$ cat config.mk
export PLATFORM = sky130hd
export DESIGN_NAME = cckb_clip
export DESIGN_NICKNAME = d
export VERILOG_FILES = /design/src/design/cckb_pkg.sv /design/src/design/cckb_clip.sv
export SDC_FILE = /design/constraint.sdc
export NUM_CORES = 1
export LEC_CHECK = 0
export BUFFER_PORTS_ARGS = -buffer_cell sky130_fd_sc_hd__clkbuf_2
export CAP_MARGIN = 40
export CORE_MARGIN = 1
export CORE_UTILIZATION = 46
export DETAILED_ROUTE_END_ITERATION = 10
export PLACE_DENSITY = 0.71
export SYNTH_ARGS = -nofsm -noshare
export SYNTH_HDL_FRONTEND = slang
export SYNTH_SLANG_ARGS = --single-unit
$ cat constraint.sdc
create_clock -name vclk -period 19.9
set_input_delay 5.97 -clock vclk [all_inputs]
set_output_delay 5.97 -clock vclk [all_outputs]
set_load 0.01 [all_outputs]
$ cat src/design/cckb_pkg.sv
// shared types, constants and codes for the clipped colour-key blitter
// no dependencies; used by cckb_clip, the top level and the testbench
`timescale 1ns / 1ps
`default_nettype none

package cckb_pkg;

  // fixed field widths
  localparam int PIXEL_W    = 32;
  localparam int DIM_W      = 13;
  localparam int REG_W      = 7;
  localparam int COORD_W    = 6;
  localparam int CALC_W     = 16;
  localparam int FUNC_W     = 2;
  localparam int CFG_IDX_W  = 2;
  localparam int CNT_W      = 13;
  localparam int PROD_W     = 2 * DIM_W;
  localparam int IN_TDATA_W  = 160;
  localparam int OUT_TDATA_W = 64;

  // parameter defaults
  localparam int MAX_WIDTH_DEF  = 64;
  localparam int MAX_HEIGHT_DEF = 64;

  localparam logic [REG_W-1:0] DIM_RESET = 7'd64;

  typedef enum logic [FUNC_W-1:0] {
    FUNC_LOAD_SRC = 2'd0,
    FUNC_LOAD_DST = 2'd1,
    FUNC_READ_DST = 2'd2,
    FUNC_BLIT     = 2'd3
  } func_e;

  typedef enum logic [CFG_IDX_W-1:0] {
    CFG_DEST_W = 2'd0,
    CFG_DEST_H = 2'd1,
    CFG_SRC_W  = 2'd2,
    CFG_SRC_H  = 2'd3
  } cfg_e;

  typedef enum logic [2:0] {
    ST_IDLE,
    ST_READ,
    ST_CLIP,
    ST_BASE,
    ST_RUN,
    ST_DRAIN
  } state_e;

  // one clipped axis: size, destination and source position
  typedef struct packed {
    logic signed [CALC_W-1:0] sz;
    logic signed [CALC_W-1:0] to;
    logic signed [CALC_W-1:0] from;
  } clip_t;

  // result item, read_value in the lowest bits
  typedef struct packed {
    logic [CNT_W-1:0]   drawn_count;
    logic [REG_W-1:0]   clip_h;
    logic [REG_W-1:0]   clip_w;
    logic [PIXEL_W-1:0] read_value;
  } result_t;

endpackage

`default_nettype wire

$ cat src/design/cckb_clip.sv
// clips one axis of a blit against the destination and source surfaces
// depends on cckb_pkg
`timescale 1ns / 1ps
`default_nettype none

module cckb_clip #(
  parameter int MAX_DIM = cckb_pkg::MAX_WIDTH_DEF
) (
  input  wire logic signed [cckb_pkg::DIM_W-1:0] size_i,
  input  wire logic signed [cckb_pkg::DIM_W-1:0] to_i,
  input  wire logic signed [cckb_pkg::DIM_W-1:0] from_i,
  input  wire logic        [cckb_pkg::REG_W-1:0] to_lim_i,
  input  wire logic        [cckb_pkg::REG_W-1:0] from_lim_i,
  output cckb_pkg::clip_t                        clip_o
);

  localparam logic [cckb_pkg::CALC_W-1:0] MaxDim = cckb_pkg::CALC_W'(MAX_DIM);

  logic [cckb_pkg::CALC_W-1:0]        to_lim_raw, from_lim_raw;
  logic signed [cckb_pkg::CALC_W-1:0] to_lim, from_lim;
  logic signed [cckb_pkg::CALC_W-1:0] sz1, to1, from1;
  logic signed [cckb_pkg::CALC_W-1:0] sz2, to2, from2;
  logic signed [cckb_pkg::CALC_W-1:0] room_to, room_from, room;

  always_comb begin
    // registers above the store act as the store size
    to_lim_raw   = cckb_pkg::CALC_W'(to_lim_i);
    from_lim_raw = cckb_pkg::CALC_W'(from_lim_i);
    to_lim       = $signed((to_lim_raw > MaxDim) ? MaxDim : to_lim_raw);
    from_lim     = $signed((from_lim_raw > MaxDim) ? MaxDim : from_lim_raw);

    // negative source offset
    sz1   = cckb_pkg::CALC_W'(size_i);
    to1   = cckb_pkg::CALC_W'(to_i);
    from1 = cckb_pkg::CALC_W'(from_i);
    if (from1 < 0) begin
      sz1   = sz1 + from1;
      to1   = to1 - from1;
      from1 = '0;
    end

    // negative destination offset
    sz2   = sz1;
    to2   = to1;
    from2 = from1;
    if (to2 < 0) begin
      sz2   = sz2 + to2;
      from2 = from2 - to2;
      to2   = '0;
    end

    room_to   = to_lim - to2;
    room_from = from_lim - from2;
    room      = (room_to < room_from) ? room_to : room_from;

    clip_o.sz   = (sz2 < room) ? sz2 : room;
    clip_o.to   = to2;
    clip_o.from = from2;
  end

endmodule

`default_nettype wire

== Yosys cells after proc, flatten, opt, wreduce, memory -nomap -nowiden ==
Cells that the tools add are included.
Operators by class
  magnitude comparators: 6
  mux-type cells: 10
  $add $sub $neg: 6
Operators by type and width (count)
  two-way mux 16 bit: 8
  less-than comparator 16 bit: 2
  subtractor 8 x 16 -> 16 bit: 2
  adder 16 bit: 1
  less-than comparator 16 x 1 -> 1 bit (second input constant): 1
  subtractor 16 bit: 1
  adder 13 x 13 -> 14 bit: 1
  > comparator 7 bit (second input constant): 2
  two-way mux 7 bit: 2
  subtractor 13 x 13 -> 14 bit: 1
  less-than comparator 13 x 1 -> 1 bit (second input constant): 1
Word-level totals
  input bits: 53
  bits in registers: 0

== Depth between registers and ports, before layout ==
  depth in word-level cells: 9
  gate-level depth with buffers: 45
  depth with buffers taken out: 40

== Worst setup path after synthesis ==
OpenSTA, ideal clock, no wires.
  path type: input to output
  start: input port from_i[5] (netlist name)
  end: output port clip_o[45] (netlist name)
  arrival time: 13.846 ns
  setup slack: 0.084 ns
  data required time: 13.930 ns
  path buffers: 6
  stages on the path: 39
  cell sequence: inv_1 ha_1 a211oi_2 o31ai_2 or3_1 o21ai_1 a21oi_1 buf_2 clkbuf_1 buf_1 o21ai_0 ha_1 inv_1 fa_1 a21o_1 a21oi_1 o21bai_1 a21oi_1 [3 not listed] xor2_1 ha_1 o21a_1 o221ai_1 a211o_1 o21ai_0 clkbuf_1 clkbuf_1 o21ai_0 ha_1 a21o_1 a21o_1 a21oi_1 o21ai_0 a21o_1 a211oi_4 buf_6 mux2i_1
RTL lines
  start: declaration: line cckb_clip.sv:11  | input wire logic signed [cckb_pkg::DIM_W-1:0] from_i,
  end: declaration: line cckb_clip.sv:14  | output cckb_pkg::clip_t clip_o

==> impl_metrics.tcl <==
set metrics [dict create \
    synthTopCellsByArea "ha_1 (20%), xnor2_1 (6.6%), nor2_1 (5.9%)" \
    n_sequential_cell 0 \
    cp.required_ns 13.93 \
    arrival_ns 13.52 \
    initial_core_util_pct 47.4 \
    drt_iter0_markers 373 \
    crit_type "in2out" \
    yosysUniqueCellTypes 78 \
    cpPeakStageDelay_ns 0.42 \
    power_density_mw_per_mm2 101 \
    ant_nets 0 \
    tightest_slew_ns 0.729 \
    cp-start-kind "input port" \
    use_met2_pct 45.1 \
    port_buffers 96 \
    grt_use_total_pct 25.6 \
    crit_top_cell "ha_1" \
    cp-end-kind "primary output" \
    synth.largest_area_cell "ha_1" \
    grt_pass1_vias 5372 \
    leakagePower_nw 3.20 \
    grt_overflow 0 \
    synth_top_area_share_pct 20.3 \
    period_share_pct 97.9 \
    antenna_found_initial 0 \
    synth_top_cells_by_count "ha_1 (88), nor2_1 (85), nand2_1 (69), inv_1 (68), a21oi_1 (51)" \
    cpMaxStageDelayCell "fa_1" \
    syn_area_mm2 0.00544 \
    slew_viol_final 0 \
    finalPower_uw 638 \
    use_met3_pct 0.820 \
    fillers 1144 \
    yosysMostFrequentCell "ha_1" \
    dr_total_vias 5826 \
    multi_input_area_mm2 0.00515 \
    syn_inst 781 \
    drive_gt1_share_pct 21.6 \
    die_w_um 111 \
    max_freq_mhz 51.3 \
    ir_drop_uv 96.3 \
    holdBufCountCts 0 \
    via_per_inst 5.69 \
    setup_violations 0 \
    place_inst 1017 \
    first_pass_iters 5 \
    hold_path.class "in2out" \
    finalHoldViolCount 0 \
    seq_area_frac_synth_pct 0 \
    finalWeightedCongestion 0.961 \
    syn-mean-instance-area_um2 6.96 \
    clkbuf_count 0 \
    antenna_cells 0 \
    grt_max_degree 42 \
    place.detailed.hpwl_um 13600 \
    maxCapViolCount 0 \
    grtUsageMet1_pct 34.7 \
    syn2layout_area_growth_pct 16.1 \
    core_mm2 0.0115 \
    stdcell_count 1024 \
    seqCellArea_um2 0 \
    utilization_pct 55.0 \
    slew_headroom_pct 51.1 \
    yosys_warnings 0 \
    status "finished, final reports clean" \
    row_count 39 \
    die_height_um 111 \
    top_usage_layer "met2" \
    layout.nets 1030 \
    route.detailed.drc 0 \
    period_minus_slack_ns 19.49 \
    dieArea_mm2 0.0123 \
    grt_pass1_wl_um 26200 \
    worstPathMaxFanout 11 \
    wire_per_inst_um 15.6 \
    routed_wl_um 16000 \
    ios 101 \
]
[per-layer routing]
layer	wire [um]	part of all wire (%)
met3	615	3.8
met1	7590	47
met4	311	1.9
met2	7500	47
met5	0	0
[through the flow]
stage	cell area [um^2]	TNS, ns	worst slack, ns	hold WS (ns)
global route	6310	-0.263	-0.0505	12.41
detailed placement	6130	-0.460	-0.0594	12.40
CTS	6140	0	0.0145	12.41
finish	6310	0	0.408	12.37
global placement	6130	0	0.0322	12.39
floorplan	5450	0	0.0837	12.12
[kinds of logic (layout without fill, tap and decap cells)]
kind of cell / Yosys count / in the layout / share of synthesized area [%]
adder cells (fa/ha/maj): 99 / 99 / 23.5
XOR/XNOR: 56 / 56 / 9.02
other: 1 / 5 / 0.0690
AO/OA/AOI/OAI: 227 / 227 / 30.1
AND/OR/NAND/NOR: 271 / 271 / 24.2
buffers and inverters: 98 / 194 / 7.57
multiplexers: 29 / 29 / 5.66
[area by class of cell]
type                       count  share of cell area (%)
timing repair buffer         123                    11.4
inverter                      71                    4.22
tap                          143                    2.83
multi-input combinational    687                    81.5
[power by group]
| part | leakage [nW] | switching, mW | internal [mW] |
|---|---|---|---|
| logic | 3.20 | 0.352 | 0.286 |
| registers | 0 | 0 | 0 |
| clock network | 0 | 0 | 0 |
[path summary, 6_finish.rpt]
check	from	endpoint	cells after the start
worst min-delay path	from_i[0]	clip_o[0]	4
worst max-delay path	to_i[0]	clip_o[38]	41
[worst max-delay path, delay by kind of cell]
kind / cells / cell delay (ns)
AOI/OAI and AO/OA: 15 / 2.64
adders and majority gates: 6 / 1.91
buffers and inverters: 9 / 1.22
and+or+nand+nor: 6 / 1.04
muxes: 2 / 0.38
xor gates and xnor gates: 3 / 0.36
[timing repair]
item / CTS / global route
buffers inserted: 0 / 5
setup endpoints to repair: 14 / 16
cloned: 0 / 2
gates resized for setup: 1 / 24
pin swaps: 0 / 5
[layout by cell type (no fill, tap or decap), drive strengths merged, types with 4 or more instances in the layout]
cell type  synthesis  final
a31oi              6      6
inv               71     71
mux2i             15     15
o211a              6      6
a211o              4      4
or2                6      6
xnor2             41     41
o21bai             7      7
clkbuf            12     97
a41o               4      4
o31ai              6      6
ha                88     88
and3               5      5
a211oi            12     12
a21boi             5      5
o221ai             4      4
o211ai             7      7
mux2              14     14
nand3b             4      4
a21oi             54     54
nor2              85     85
nand3             16     16
nand2b            16     16
conb               1      5
o21ai             47     47
maj3               5      5
nor2b             23     23
xor2              15     15
nand2             69     69
and2               8      8
or3               10     10
buf               15     26
nand4              7      7
a21o              26     26
fa                 6      6
o21a              15     15
nor3              15     15
No activity file was read; power rests on OpenSTA's default activity.
